**src/rtl/dapmc_pkg.sv**
```systemverilog
// Types and constants for the dual axis ramped PWM motor control core
package dapmc_pkg;

    // Command codes carried by the mode field
    typedef enum logic [2:0] {
        MODE_MS_TICK    = 3'd0,
        MODE_PULSE_TICK = 3'd1,
        MODE_START      = 3'd2,
        MODE_STOP       = 3'd3,
        MODE_PULSE      = 3'd4
    } mode_t;

    // Configuration register indexes
    localparam logic [2:0] CFG_RA_SPEED  = 3'd0;
    localparam logic [2:0] CFG_RA_ACCEL  = 3'd1;
    localparam logic [2:0] CFG_RA_DECEL  = 3'd2;
    localparam logic [2:0] CFG_DEC_SPEED = 3'd3;
    localparam logic [2:0] CFG_DEC_ACCEL = 3'd4;
    localparam logic [2:0] CFG_DEC_DECEL = 3'd5;

    // Configuration reset values
    localparam logic [7:0] SPEED_RESET = 8'd190;
    localparam logic [7:0] ACCEL_RESET = 8'd3;
    localparam logic [7:0] DECEL_RESET = 8'd3;

    // Timing constants
    localparam logic [3:0]  SETTLE_MS           = 4'd10;
    localparam logic [12:0] PULSE_TICKS_PER_SEC = 13'd20;

    // Ramp phase of one axis
    typedef enum logic [1:0] {
        PH_IDLE   = 2'd0,
        PH_UP     = 2'd1,
        PH_DOWN   = 2'd2,
        PH_SETTLE = 2'd3
    } phase_t;

    // Decoded command for one axis
    typedef struct packed {
        logic       ms_tick;
        logic       pulse_tick;
        logic       start;
        logic       stop;
        logic       pulse;
        logic       dir_minus;
        logic [7:0] seconds;
    } axis_cmd_t;

    // Visible status of one axis
    typedef struct packed {
        logic [7:0] duty;
        logic       plus_on;
        logic       minus_on;
        logic       pulse_active;
    } axis_status_t;

endpackage

```
**src/rtl/dual_axis_ramped_pwm_motor_control_core.sv**
```systemverilog
// A result is captured in the output register on the clock edge that accepts its input.
// Throughput: one transaction per cycle; the axis next-state logic and the output
// register both update in the accepting cycle, so input stalls only when a result waits.
// Reset (rst_n low, asynchronous) clears all axis state and the output valid flag and
// loads the configuration registers with speed 190, accel 3, decel 3 for both axes.
module dual_axis_ramped_pwm_motor_control_core (
    input  logic       clk,
    input  logic       rst_n,
    input  logic       in_valid,
    output logic       in_ready,
    input  logic [2:0] mode,
    input  logic       axis,
    input  logic       direction,
    input  logic [7:0] seconds,
    input  logic       cfg_wr_en,
    input  logic [2:0] cfg_index,
    input  logic [7:0] cfg_data,
    output logic       out_valid,
    input  logic       out_ready,
    output logic [7:0] ra_duty,
    output logic [7:0] dec_duty,
    output logic       ra_plus_on,
    output logic       ra_minus_on,
    output logic       dec_plus_on,
    output logic       dec_minus_on,
    output logic       busy_res,
    output logic       ra_pulse_active,
    output logic       dec_pulse_active
);
    import dapmc_pkg::*;

    logic [7:0]   ra_speed_reg, ra_accel_reg, ra_decel_reg;
    logic [7:0]   dec_speed_reg, dec_accel_reg, dec_decel_reg;
    logic         out_valid_reg;
    axis_status_t ra_status_reg, dec_status_reg;
    axis_status_t ra_status_next, dec_status_next;
    axis_cmd_t    ra_cmd, dec_cmd;
    axis_cmd_t    base_cmd;
    logic         accept;

    // Handshake: the output register frees up as it is taken
    assign in_ready = !out_valid_reg || out_ready;
    assign accept   = in_valid && in_ready;

    // Configuration writes
    always_ff @(posedge clk or negedge rst_n)
    begin
        if (!rst_n)
        begin
            ra_speed_reg  <= SPEED_RESET;
            ra_accel_reg  <= ACCEL_RESET;
            ra_decel_reg  <= DECEL_RESET;
            dec_speed_reg <= SPEED_RESET;
            dec_accel_reg <= ACCEL_RESET;
            dec_decel_reg <= DECEL_RESET;
        end
        else if (cfg_wr_en)
        begin
            unique case (cfg_index)
                CFG_RA_SPEED:  ra_speed_reg  <= cfg_data;
                CFG_RA_ACCEL:  ra_accel_reg  <= cfg_data;
                CFG_RA_DECEL:  ra_decel_reg  <= cfg_data;
                CFG_DEC_SPEED: dec_speed_reg <= cfg_data;
                CFG_DEC_ACCEL: dec_accel_reg <= cfg_data;
                CFG_DEC_DECEL: dec_decel_reg <= cfg_data;
                default:
                begin
                end
            endcase
        end
    end

    // Command decode: ticks go to both axes, commands to the addressed one
    always_comb
    begin
        base_cmd           = '0;
        base_cmd.dir_minus = direction;
        base_cmd.seconds   = seconds;
        unique case (mode)
            MODE_MS_TICK:    base_cmd.ms_tick    = 1'b1;
            MODE_PULSE_TICK: base_cmd.pulse_tick = 1'b1;
            MODE_START:      base_cmd.start      = 1'b1;
            MODE_STOP:       base_cmd.stop       = 1'b1;
            MODE_PULSE:      base_cmd.pulse      = 1'b1;
            default:
            begin
            end
        endcase
        ra_cmd        = base_cmd;
        dec_cmd       = base_cmd;
        ra_cmd.start  = base_cmd.start && !axis;
        ra_cmd.stop   = base_cmd.stop  && !axis;
        ra_cmd.pulse  = base_cmd.pulse && !axis;
        dec_cmd.start = base_cmd.start && axis;
        dec_cmd.stop  = base_cmd.stop  && axis;
        dec_cmd.pulse = base_cmd.pulse && axis;
    end

    dapmc_axis u_ra (
        .clk         (clk),
        .rst_n       (rst_n),
        .step_en     (accept),
        .cmd         (ra_cmd),
        .speed       (ra_speed_reg),
        .accel       (ra_accel_reg),
        .decel       (ra_decel_reg),
        .status_next (ra_status_next)
    );

    dapmc_axis u_dec (
        .clk         (clk),
        .rst_n       (rst_n),
        .step_en     (accept),
        .cmd         (dec_cmd),
        .speed       (dec_speed_reg),
        .accel       (dec_accel_reg),
        .decel       (dec_decel_reg),
        .status_next (dec_status_next)
    );

    // Output valid flag
    always_ff @(posedge clk or negedge rst_n)
    begin
        if (!rst_n)
            out_valid_reg <= 1'b0;
        else if (accept)
            out_valid_reg <= 1'b1;
        else if (out_ready)
            out_valid_reg <= 1'b0;
    end

    // Result payload
    always_ff @(posedge clk)
    begin
        if (accept)
        begin
            ra_status_reg  <= ra_status_next;
            dec_status_reg <= dec_status_next;
        end
    end

    assign out_valid        = out_valid_reg;
    assign ra_duty          = ra_status_reg.duty;
    assign dec_duty         = dec_status_reg.duty;
    assign ra_plus_on       = ra_status_reg.plus_on;
    assign ra_minus_on      = ra_status_reg.minus_on;
    assign dec_plus_on      = dec_status_reg.plus_on;
    assign dec_minus_on     = dec_status_reg.minus_on;
    assign busy_res         = ra_status_reg.plus_on || ra_status_reg.minus_on
                              || dec_status_reg.plus_on || dec_status_reg.minus_on;
    assign ra_pulse_active  = ra_status_reg.pulse_active;
    assign dec_pulse_active = dec_status_reg.pulse_active;

endmodule

```
**src/rtl/dapmc_axis.sv**
```systemverilog
// Per-axis ramp, settle and pulse timeout state with its next-state logic
module dapmc_axis (
    input  logic                   clk,
    input  logic                   rst_n,
    input  logic                   step_en,
    input  dapmc_pkg::axis_cmd_t   cmd,
    input  logic [7:0]             speed,
    input  logic [7:0]             accel,
    input  logic [7:0]             decel,
    output dapmc_pkg::axis_status_t status_next
);
    import dapmc_pkg::*;

    typedef struct packed {
        logic [7:0]  duty;
        logic        plus_en;
        logic        minus_en;
        phase_t      phase;
        logic [7:0]  steps;
        logic [7:0]  dwell;
        logic [3:0]  settle_cnt;
        logic        stop_pending;
        logic        pulse_armed;
        logic        pulse_dir_minus;
        logic [12:0] pulse_rem;
    } axis_state_t;

    axis_state_t state_reg;
    axis_state_t state_next;

    // Duty forced to zero; settle or drop the enables
    function automatic axis_state_t finish_down(axis_state_t s);
        axis_state_t r;
        r = s;
        r.duty = '0;
        if (SETTLE_MS == 4'd0)
        begin
            r.plus_en  = 1'b0;
            r.minus_en = 1'b0;
            r.phase    = PH_IDLE;
        end
        else
        begin
            r.settle_cnt = '0;
            r.phase      = PH_SETTLE;
        end
        return r;
    endfunction

    function automatic axis_state_t begin_down(axis_state_t s, logic [7:0] spd);
        axis_state_t r;
        r = s;
        r.stop_pending = 1'b0;
        r.steps        = '0;
        r.dwell        = '0;
        r.phase        = PH_DOWN;
        if (spd == 8'd0)
            r = finish_down(r);
        return r;
    endfunction

    // Stop: held during ramp up, ignored while ramping down or settling
    function automatic axis_state_t do_stop(axis_state_t s, logic dir, logic [7:0] spd);
        axis_state_t r;
        logic        on;
        r  = s;
        on = dir ? s.minus_en : s.plus_en;
        if (on)
        begin
            if (s.phase == PH_UP)
                r.stop_pending = 1'b1;
            else if (s.phase == PH_IDLE)
                r = begin_down(r, spd);
        end
        return r;
    endfunction

    // Start: refused unless idle with both enables off
    function automatic axis_state_t do_start(axis_state_t s, logic dir, logic [7:0] spd);
        axis_state_t r;
        r = s;
        if (s.phase == PH_IDLE && !s.plus_en && !s.minus_en)
        begin
            if (dir)
                r.minus_en = 1'b1;
            else
                r.plus_en = 1'b1;
            r.stop_pending = 1'b0;
            r.steps        = '0;
            r.dwell        = '0;
            r.phase        = (spd == 8'd0) ? PH_IDLE : PH_UP;
        end
        return r;
    endfunction

    // Next state for one transaction
    always_comb
    begin
        logic [7:0] steps_inc;
        state_next = state_reg;
        steps_inc  = (state_reg.steps != 8'hFF) ? state_reg.steps + 8'd1 : state_reg.steps;
        if (cmd.ms_tick)
        begin
            case (state_reg.phase)
                PH_UP:
                begin
                    if (state_reg.dwell >= accel)
                    begin
                        state_next.dwell = '0;
                        if (state_reg.duty != 8'hFF)
                            state_next.duty = state_reg.duty + 8'd1;
                        state_next.steps = steps_inc;
                        if (steps_inc >= speed)
                        begin
                            state_next.phase = PH_IDLE;
                            if (state_reg.stop_pending)
                                state_next = begin_down(state_next, speed);
                        end
                    end
                    else
                        state_next.dwell = state_reg.dwell + 8'd1;
                end
                PH_DOWN:
                begin
                    if (state_reg.dwell >= decel)
                    begin
                        state_next.dwell = '0;
                        if (state_reg.duty != 8'd0)
                            state_next.duty = state_reg.duty - 8'd1;
                        state_next.steps = steps_inc;
                        if (steps_inc >= speed)
                            state_next = finish_down(state_next);
                    end
                    else
                        state_next.dwell = state_reg.dwell + 8'd1;
                end
                PH_SETTLE:
                begin
                    state_next.settle_cnt = state_reg.settle_cnt + 4'd1;
                    if (state_next.settle_cnt >= SETTLE_MS)
                    begin
                        state_next.plus_en  = 1'b0;
                        state_next.minus_en = 1'b0;
                        state_next.phase    = PH_IDLE;
                    end
                end
                default:
                begin
                end
            endcase
        end
        else if (cmd.pulse_tick)
        begin
            // Timeout countdown; expiry issues a stop in the pulse direction
            if (state_reg.pulse_armed)
            begin
                if (state_reg.pulse_rem != 13'd0)
                    state_next.pulse_rem = state_reg.pulse_rem - 13'd1;
                else
                begin
                    state_next.pulse_armed = 1'b0;
                    state_next = do_stop(state_next, state_reg.pulse_dir_minus, speed);
                end
            end
        end
        else if (cmd.start)
            state_next = do_start(state_reg, cmd.dir_minus, speed);
        else if (cmd.stop)
            state_next = do_stop(state_reg, cmd.dir_minus, speed);
        else if (cmd.pulse)
        begin
            // Timeout is armed even when the start itself is refused
            if (!state_reg.pulse_armed && cmd.seconds != 8'd0)
            begin
                state_next.pulse_dir_minus = cmd.dir_minus;
                state_next.pulse_rem = {5'd0, cmd.seconds} * PULSE_TICKS_PER_SEC;
                state_next = do_start(state_next, cmd.dir_minus, speed);
                state_next.pulse_armed = 1'b1;
            end
        end
    end

    // State register
    always_ff @(posedge clk or negedge rst_n)
    begin
        if (!rst_n)
            state_reg <= '0;
        else if (step_en)
            state_reg <= state_next;
    end

    assign status_next.duty         = state_next.duty;
    assign status_next.plus_on      = state_next.plus_en;
    assign status_next.minus_on     = state_next.minus_en;
    assign status_next.pulse_active = state_next.pulse_armed;

endmodule

```
**config.mk**
```make
export PLATFORM = sky130hd
export DESIGN_NAME = dual_axis_ramped_pwm_motor_control_core
export DESIGN_NICKNAME = d
export VERILOG_FILES = /design/src/rtl/dapmc_pkg.sv /design/src/rtl/dual_axis_ramped_pwm_motor_control_core.sv /design/src/rtl/dapmc_axis.sv
export SDC_FILE = /design/constraint.sdc
export NUM_CORES = 1
export LEC_CHECK = 0
export ABC_AREA = 0
export BUFFER_PORTS_ARGS = -buffer_cell sky130_fd_sc_hd__buf_2
export CAP_MARGIN = 10
export CORE_MARGIN = 8
export CORE_UTILIZATION = 53
export CTS_BUF_LIST = sky130_fd_sc_hd__clkbuf_16
export DETAILED_ROUTE_END_ITERATION = 7
export PLACE_DENSITY = 0.73
export SYNTH_ARGS = -nofsm -noshare
export SYNTH_HDL_FRONTEND = slang
export SYNTH_SLANG_ARGS = --single-unit
export TNS_END_PERCENT = 5
```
**constraint.sdc**
```tcl
create_clock -name clk -period 3.85 [get_ports clk]
set_clock_uncertainty 0.2 [all_clocks]
set_input_delay 0.77 -clock clk [delete_from_list [all_inputs] [get_ports clk]]
set_output_delay 0.77 -clock clk [all_outputs]
set_load 0.1 [all_outputs]
```
**Yosys cells after proc, flatten, opt, wreduce, memory -nomap -nowiden**

Index checks and enable logic that the tools add are counted.

- $add $sub $neg: 12
- $mul: 1
- Magnitude comparators: 8
- Equal/unequal tests: 81
- Multiplexer cells: 101
- Bitwise gates (word level): 6
- Reductions and logical operators: 73

Operators by type and width:

| kind | count |
|---|---|
| $mux W48 | 30 |
| $mux W20 | 10 |
| $mux W40 | 4 |
| $mux W32 | 4 |
| $pmux W16 S2 | 4 |
| $mux W8 | 10 |
| $mux W35 | 2 |
| $reduce_and A17 Y1 | 4 |
| $mux W15 | 4 |
| $add A8 B1 Y8 const B | 6 |
| $ge A8 B8 Y1 | 6 |
| $pmux W4 S3 | 4 |
| $ne A2 B1 Y1 const B | 20 |
| $ne A3 B1 Y1 const B | 12 |
| $ne A8 B8 Y1 const B | 4 |
| $pmux W8 S2 | 2 |
| $ne A3 B2 Y1 const B | 10 |
| $reduce_and A14 Y1 | 2 |
| $mux W13 | 2 |
| $reduce_and A13 Y1 | 2 |
| $reduce_bool A13 Y1 | 2 |
| $sub A13 B1 Y13 const B | 2 |
| $ne A4 B1 Y1 const B | 6 |
| $reduce_and A12 Y1 | 2 |
| 29 further kinds | 128 |

- Register bits: 167
- Input port bits: 29
- Word-level logic and storage cells: 319

**Logic depth before layout (Yosys ltp)**

Gate-level depths: netlist (run 1).

- Depth in word-level cells: 10
- Depth in mapped cells: 18
- Depth with buffers taken out: 16

**Cells and area by module**

A second synthesis (run 1) with hierarchy kept.

- Cell total of the unflattened synthesis: 1320
- Area, all modules: 12256.8 µm²

By module, submodules not included:

| module | times used | cells an instance | area each (µm²) | sequential area each (µm²) |
|---|---|---|---|---|
| dapmc_axis at u_ra | 1 | 594 | 4809.6 | 1201.2 |
| dapmc_axis at u_dec | 1 | 585 | 4807.1 | 1201.2 |
| dual_axis_ramped_pwm_motor_control_core | 1 | 141 | 2640.0 | 1911.8 |

**Least setup slack after synthesis (run 1)**

Ideal clock, no wire load.

- Path type: register -> register
- Start point: register out_valid_reg (netlist: out_valid)
- End point: register u_ra.state_reg[47] (netlist bit)
- Arrival: 3.683 ns
- Setup slack: -0.154 ns
- Cell stages (with the launch flop): 8
- Buffers on the path: 2
- Period minus slack after synthesis: 4.004 ns
- Cells stage by stage: dfrtp_1 nand2b_1 nand2_1 clkinv_1 clkbuf_1 clkbuf_1 o21ai_0 a22o_1

- Longest elaborated chain between the ends: 3

RTL lines:

| item | line | RTL |
|---|---|---|
| from (decl) | dual_axis_ramped_pwm_motor_control_core.sv:34 | `logic out_valid_reg;` |
| from (signal assigned) | dual_axis_ramped_pwm_motor_control_core.sv:125 | `out_valid_reg <= 1'b0;` |
| from (signal assigned) | dual_axis_ramped_pwm_motor_control_core.sv:127 | `out_valid_reg <= 1'b1;` |
| from (signal assigned) | dual_axis_ramped_pwm_motor_control_core.sv:129 | `out_valid_reg <= 1'b0;` |
| $logic_not A1 Y1 | dual_axis_ramped_pwm_motor_control_core.sv:42 | `assign in_ready = !out_valid_reg \|\| out_ready;` |
| $logic_or A1 B1 Y1 | dual_axis_ramped_pwm_motor_control_core.sv:42 |  |
| via in_ready | dual_axis_ramped_pwm_motor_control_core.sv:10 | `output logic in_ready,` |
| $logic_and A1 B1 Y1 | dual_axis_ramped_pwm_motor_control_core.sv:43 | `assign accept = in_valid && in_ready;` |
| via accept | dual_axis_ramped_pwm_motor_control_core.sv:39 | `logic accept;` |
| to (signal assigned) | dapmc_axis.sv:189 | `state_reg <= state_next;` |
| to (decl) | dapmc_axis.sv:28 | `axis_state_t state_reg;` |

The timed path passes the listed nets, and every way through them passes these cells.
A chain may end at the register's enable or synchronous reset.

==> out/results.txt, run 1 <==
Gp weighted congestion: 0.911
Dominant synthesized flop cell: dfrtp_1
DRC: 0
Syn_area_per_cell: 8.74 µm²
FP Rows: 54
Design Area, Final: 13000 µm²
Placed cell count: 1633
Post-Syn Area: 11500 µm²
Global-route wire length before repair: 48600 µm
Mux cell area share after synthesis: 3.46%
Number of synthesized flops with an enable pin: 22
Post-synthesis xor/xnor area fraction: 1.75%
Final Max Tran Viols: 0
Final Net Count: 1488
Most frequent cells in the layout: nand2_1 (155), dfrtp_1 (125), o21ai_0 (115), inv_1 (93), nor2_1 (89)
Dpl hpwl: 21200 µm
Relative slew slack: 38.4%
Worst endpoint required time: 3.84 ns
Max clock buf depth: 2
RSZ-0062 raised after global routing: yes
Fin. Hold Viols: 0
Synth Area in Compound Gates: 22.6%
Simple logic cell fraction of the synthesized area: 20.3%
Clock transition at path regs: 0.07 ns
Vias after detailed routing: 10200
Register Area: 4310 µm²
Measured slew at the worst slew-check pin: 0.917 ns
Clock sinks: 167
Post-CTS Hold Buffers: 0
Via/cell ratio: 6.14
Most common cell after layout, fill and taps aside: nand2_1
Worst slack at placement: 0.0791 ns
Synth unique cells: 91
Initial Util: 53.3%
Setup slack after layout: 0.178 ns
Max_cap viols: 0
Run status: completed
Setup violators final: 0
I/O pin cnt: 54
PortBufs: 53
Num CTS Buffers: 17
Post-Layout Cell Count: 1667
Number of global-route vias before repair: 9946
Yosys reg bits: 167
Net Count, Synth: 1434
Clock root buffer master: clkbuf_16
Setup tns final: 0 ns
Diodes inserted: 0
Cell area power density: 455 nW/µm²
Final Util: 60.0%
CP arrival: 3.67 ns
Die area: 26700 µm²
First DRT Iteration DRCs: 927
Hold Crit Class: in -> async
Type of origin of the critical path: flip-flop
Worst-path fanout max: 5
Leak: 0.00571 µW
Peak VDD IR: 0.000272 V
Sequential area share after synthesis: 37.4%
Share of layout cells above drive strength 1: 16.1%
Post-DRT Antenna Nets: 0
Post-DR wirelength/cell: 17.4 µm
Number of fillers in the final layout: 1856
Antenna violations before repair: 0
Adder-Cell Fraction of Synth Area: 9.29%
FMAX: 272 MHz
Top cells by area, synth: dfrtp_1 (27%), ha_1 (9.1%), edfxtp_1 (5.7%)
Min Tclk post-route: 3.67 ns
Die boundary height: 164 µm
Synthesis-to-finish area growth: 12.5%
Core area: 21600 µm²
Dpl cell area: 12300 µm²
Detailed Route WL: 28900 µm
Synth top area share: 27.1%
Skew-Pair Late Insertion Delay: 0.44 ns
Ys Warns: 0
Crit path kind: reg -> reg
FFs w/ async S/R, synth: 86.8%
H-tree depth: 4
Pin count of the biggest net entering global routing: 81
Worst setup EP type: flip-flop
Period utilization: 95.4%
Gr ovfl total: 0
Cell count after synthesis: 1320
Die outline width: 164 µm
Largest family of logic cells by synthesized area: compound AO/OA/AOI/OAI gates
Area leader, netlist: dfrtp_1
Tot GR Track Use: 22.0%
TritonRoute pass-1 iters: 6
Area of the multi-input gates: 6740 µm²
CTS tree: built
-- stage by stage --
step / total power [µW] / hold WS (ns)
final: 5900 / 0.173
after global placement: 4070 / 0.284
after global routing: 6230 / 0.260
after floorplan: 3650 / 0.262
after detailed placement: 4130 / 0.294
after CTS: 5880 / 0.221
-- cells in the mapped netlist, drive strengths merged, types with 8 or more instances --
cell type and number:
ha 84, a21oi 54, nand3 49, a21o 15, nor2 91, nor4 17, or3 10, a22o 10
a31oi 25, o31ai 20, nor3 33, xnor2 11, dfrtp 125, mux2 31, nand2 157, o2bb2ai 11
nand4 16, a22oi 9, o21ai 119, edfxtp 22, o21a 12, nor2b 12, nand2b 21, xor2 12
o22ai 9, and3 18, or2 10, inv 93, o2111ai 8, a211oi 12, dfstp 20, and2 8
clkbuf 54
-- final timing paths --
path | startpoint | end | slack [ns] | depth (start not counted)
setup / recovery | u_ra.state_reg[29] | ra_duty[0] | 0.18 | 15
hold / removal | rst_n | u_dec.state_reg[44] | 0.17 | 1
setup reg to reg | u_ra.state_reg[29] | ra_duty[0] | 0.18 | 15
hold reg to reg | dec_decel_reg[4] | dec_decel_reg[4] | 0.31 | 1
max in group asynchronous | rst_n | u_ra.state_reg[19] | 2.43 | 2
min in group clk | dec_decel_reg[4] | dec_decel_reg[4] | 0.31 | 1
-- routing by layer --
layer	GRT usage, %	share of wire (%)	wire (µm)
met1	29.4	45	13100
met4	6.94	1.9	561
met5	0	0	0
met2	36.0	46	13400
met3	3.60	6.5	1890
-- what timing repair did --
action	in CTS	in global routing
endpoints found under the setup margin	0	49
resized for setup	0	19
buffers inserted	0	2
-- power by group --
part           switching, µW  internal [µW]  total (µW)  leakage [µW]
Combinational           1130            663        1800       0.00335
Sequential               253           2110        2360       0.00206
Clock                    838            908        1750      0.000293
Total                   2220           3680        5900       0.00571
-- layout make-up --
class,instances,share of cell area (%)
Tap cell,280,2.70
Multi-Input combinational cell,998,52.0
Timing Repair Buffer,96,4.68
Sequential cell,167,33.3
Inverter,94,2.72
Clock inverter,14,1.16
Clock buffer,18,3.47
-- critical path: stages (launching register included) --
cell and delay [ns]:
dfrtp_1 0.41, ha_1 0.21, nand2_1 0.12, nor2_1 0.06
nand2_2 0.11, nand2b_1 0.09, or2_2 0.30, xor2_2 0.14
inv_1 0.07, ha_1 0.29, nand4_1 0.11, o31a_1 0.31
o31a_1 0.33, a22o_1 0.25, o21a_1 0.20, a22o_1 0.22
-- logic make-up (layout without fill, tap and decap cells) --
kind of cell	count (synthesis)	in the layout
AOI/OAI and AO/OA	381	381
DFF	167	167
adders and majority gates	85	85
buffers and inverters	155	222
and+or+nand+nor	473	473
xor gates and xnor gates	23	23
muxes	36	36
Note: power is estimated with default switching activity, not from simulation.
==> run 2, diff against run 1 <==
--- a/config.mk
+++ b/config.mk
@@ -13,6 +13,7 @@
 export CTS_BUF_LIST = sky130_fd_sc_hd__clkbuf_16
 export DETAILED_ROUTE_END_ITERATION = 7
 export PLACE_DENSITY = 0.73
+export REMOVE_ABC_BUFFERS = 1
 export SYNTH_ARGS = -nofsm -noshare
 export SYNTH_HDL_FRONTEND = slang
 export SYNTH_SLANG_ARGS = --single-unit
==> run 2 against run 1 <==
Effect of this change: setup slack worse by 0.054 ns; final cell count is 0.48% higher; register-to-register slack got worse by 0.05 ns; via count up 1.6%; die area stayed put; total power increased by 2.1%; hold slack better by 0.038 ns; non-clock buffer count increased by 8; largest power group unchanged; critical path depth shrank 3.
==> out/results.txt, run 2 (synthesis gave the netlist of run 1 again) <==
Run status: completed (unchanged)
Skew-Pair Late Insertion Delay: 0.43 ns (was 0.44 ns)
Design Area, Final: 13100 µm² (was 13000 µm²)
Post-CTS Hold Buffers: 0 (unchanged)
Hold Crit Class: in -> async (unchanged)
Die area: 26700 µm² (unchanged)
Most frequent cells in the layout: nand2_1 (154), dfrtp_1 (124), o21ai_0 (116), inv_1 (93), nor2_1 (91) (was nand2_1 (155), dfrtp_1 (125), o21ai_0 (115), inv_1 (93), nor2_1 (89))
Most common cell after layout, fill and taps aside: nand2_1 (unchanged)
Diodes inserted: 0 (unchanged)
Type of origin of the critical path: flip-flop (unchanged)
Number of fillers in the final layout: 1884 (was 1856)
DRC: 0 (unchanged)
Initial Util: 53.3% (unchanged)
Final Max Tran Viols: 0 (unchanged)
TritonRoute pass-1 iters: 6 (unchanged)
Post-DR wirelength/cell: 18.4 µm (was 17.4 µm)
Clock root buffer master: clkbuf_16 (unchanged)
Reg power frac: 39.3% (was 40.0%)
Via/cell ratio: 6.21 (was 6.14)
Gp weighted congestion: 0.969 (was 0.911)
Number of global-route vias before repair: 10200 (was 9946)
Synthesis-to-finish area growth: 13.6% (was 12.5%)
Peak VDD IR: 0.000291 V (was 0.000272 V)
First DRT Iteration DRCs: 946 (was 927)
Leak: 0.00574 µW (was 0.00571 µW)
Crit path kind: reg -> reg (unchanged)
Gr ovfl total: 0 (unchanged)
Dpl cell area: 12300 µm² (about the same)
Clock transition at path regs: 0.07 ns (about the same)
P_sw: 2200 µW (was 2220 µW)
Clock power frac: 30.5% (was 29.6%)
Max_cap viols: 0 (unchanged)
Num CTS Buffers: 17 (unchanged)
Int Pwr: 3830 µW (was 3680 µW)
CTS tree: built (unchanged)
Global-route wire length before repair: 50100 µm (was 48600 µm)
I/O pin cnt: 54 (unchanged)
Final Net Count: 1496 (was 1488)
CP arrival: 3.84 ns (was 3.67 ns)
Total power: 6020 µW (was 5900 µW)
PortBufs: 53 (unchanged)
Setup violators final: 0 (unchanged)
Worst setup EP type: flip-flop (unchanged)
Cell area power density: 460 nW/µm² (was 455 nW/µm²)
Worst-path fanout max: 7 (was 5)
Detailed Route WL: 30700 µm (was 28900 µm)
RSZ-0062 raised after global routing: yes (unchanged)
Vias after detailed routing: 10400 (was 10200)
FP Rows: 54 (unchanged)
Min Tclk post-route: 3.73 ns (was 3.67 ns)
Tot GR Track Use: 23.0% (was 22.0%)
Period utilization: 96.8% (was 95.4%)
Clock sinks: 167 (unchanged)
Die outline width: 164 µm (unchanged)
Fin. Hold Viols: 0 (unchanged)
Relative slew slack: 45.3% (was 38.4%)
Dpl hpwl: 22300 µm (was 21200 µm)
Die boundary height: 164 µm (unchanged)
Measured slew at the worst slew-check pin: 0.813 ns (was 0.917 ns)
Pin count of the biggest net entering global routing: 85 (was 81)
Antenna violations before repair: 0 (unchanged)
Max clock buf depth: 2 (unchanged)
FMAX: 268 MHz (was 272 MHz)
Core area: 21600 µm² (unchanged)
Worst endpoint required time: 3.96 ns (was 3.84 ns)
Gate power share: 30.2% (was 30.4%)
H-tree depth: 4 (unchanged)
Switching portion of total power: 36.5% (was 37.7%)
Share of layout cells above drive strength 1: 17.2% (was 16.1%)
Setup tns final: 0 ns (unchanged)
Post-DRT Antenna Nets: 0 (unchanged)
## run 2: power groups by stage
| stage | combinational [µW] | clock (µW) | sequential [µW] |
|---|---|---|---|
| 2_1_floorplan | 1140 | 0 | 2470 |
| 3_3_place_gp | 1730 | 0 | 2380 |
| 3_5_place_dp | 1770 | 0 | 2390 |
| 4_1_cts | 1790 | 1860 | 2360 |
| 5_1_grt | 2020 | 1930 | 2400 |
| 6_report | 1820 | 1840 | 2370 |
## run 2: routing by layer
layer  global-route usage (%)  part of all wire, %
met4                     10.5                  3.4
met2                     37.8                   48
met5                        0                    0
met1                     29.3                   43
met3                     3.60                  5.6
## run 2: layout make-up
cell class | instances | area (µm²) | share of cell area [%]
clock buffer | 19 | 475 | 3.63
clock inverter | 13 | 159 | 1.21
inverter | 94 | 353 | 2.69
multi-input combinational | 998 | 6780 | 51.7
sequential | 167 | 4320 | 33.0
tap | 280 | 350 | 2.68
timing repair buffer | 104 | 667 | 5.09
## run 2: per-stage QoR
step	setup slack, ns	hold slack [ns]	instances	util (%)
2_1_floorplan	-0.815	0.262	1259	-
3_3_place_gp	0.155	0.281	1637	56.8
3_5_place_dp	0.0772	0.291	1637	56.8
4_1_cts	0.0695	0.245	1669	59.7
5_1_grt	-0.0411	0.275	1675	60.6
6_report	0.123	0.211	1675	60.6
## run 2: worst max-delay path, stage by stage, from the launching register on
cell       delay [ns]
dfrtp_1          0.43
ha_4             0.19
nand2_2          0.08
nor2_1           0.05
nand2_2          0.13
mux2_2           0.37
ha_1             0.32
a2111oi_4        0.33
o31ai_1          0.17
or4_1            0.53
or4_4            0.52
a31oi_4          0.18
a21o_1           0.10
## run 2: repair_timing
| item | in CTS | in global routing |
|---|---|---|
| setup buffers | 0 | 6 |
| gates resized for setup | 0 | 28 |
| setup endpoints to repair | 0 | 43 |
## run 2: path summary, 6_finish.rpt
kind	from	to	slack (ns)	depth (start not counted)
worst max-delay path	u_ra.state_reg[29]	ra_duty[3]	0.12	12
worst min-delay path	rst_n	dec_decel_reg[5]	0.21	1
worst max register to register	u_ra.state_reg[29]	ra_duty[3]	0.12	12
worst min register to register	u_dec.state_reg[12]	u_dec.state_reg[12]	0.31	2
max in group asynchronous	rst_n	ra_speed_reg[3]	2.32	2
min in group clk	u_dec.state_reg[12]	u_dec.state_reg[12]	0.31	2
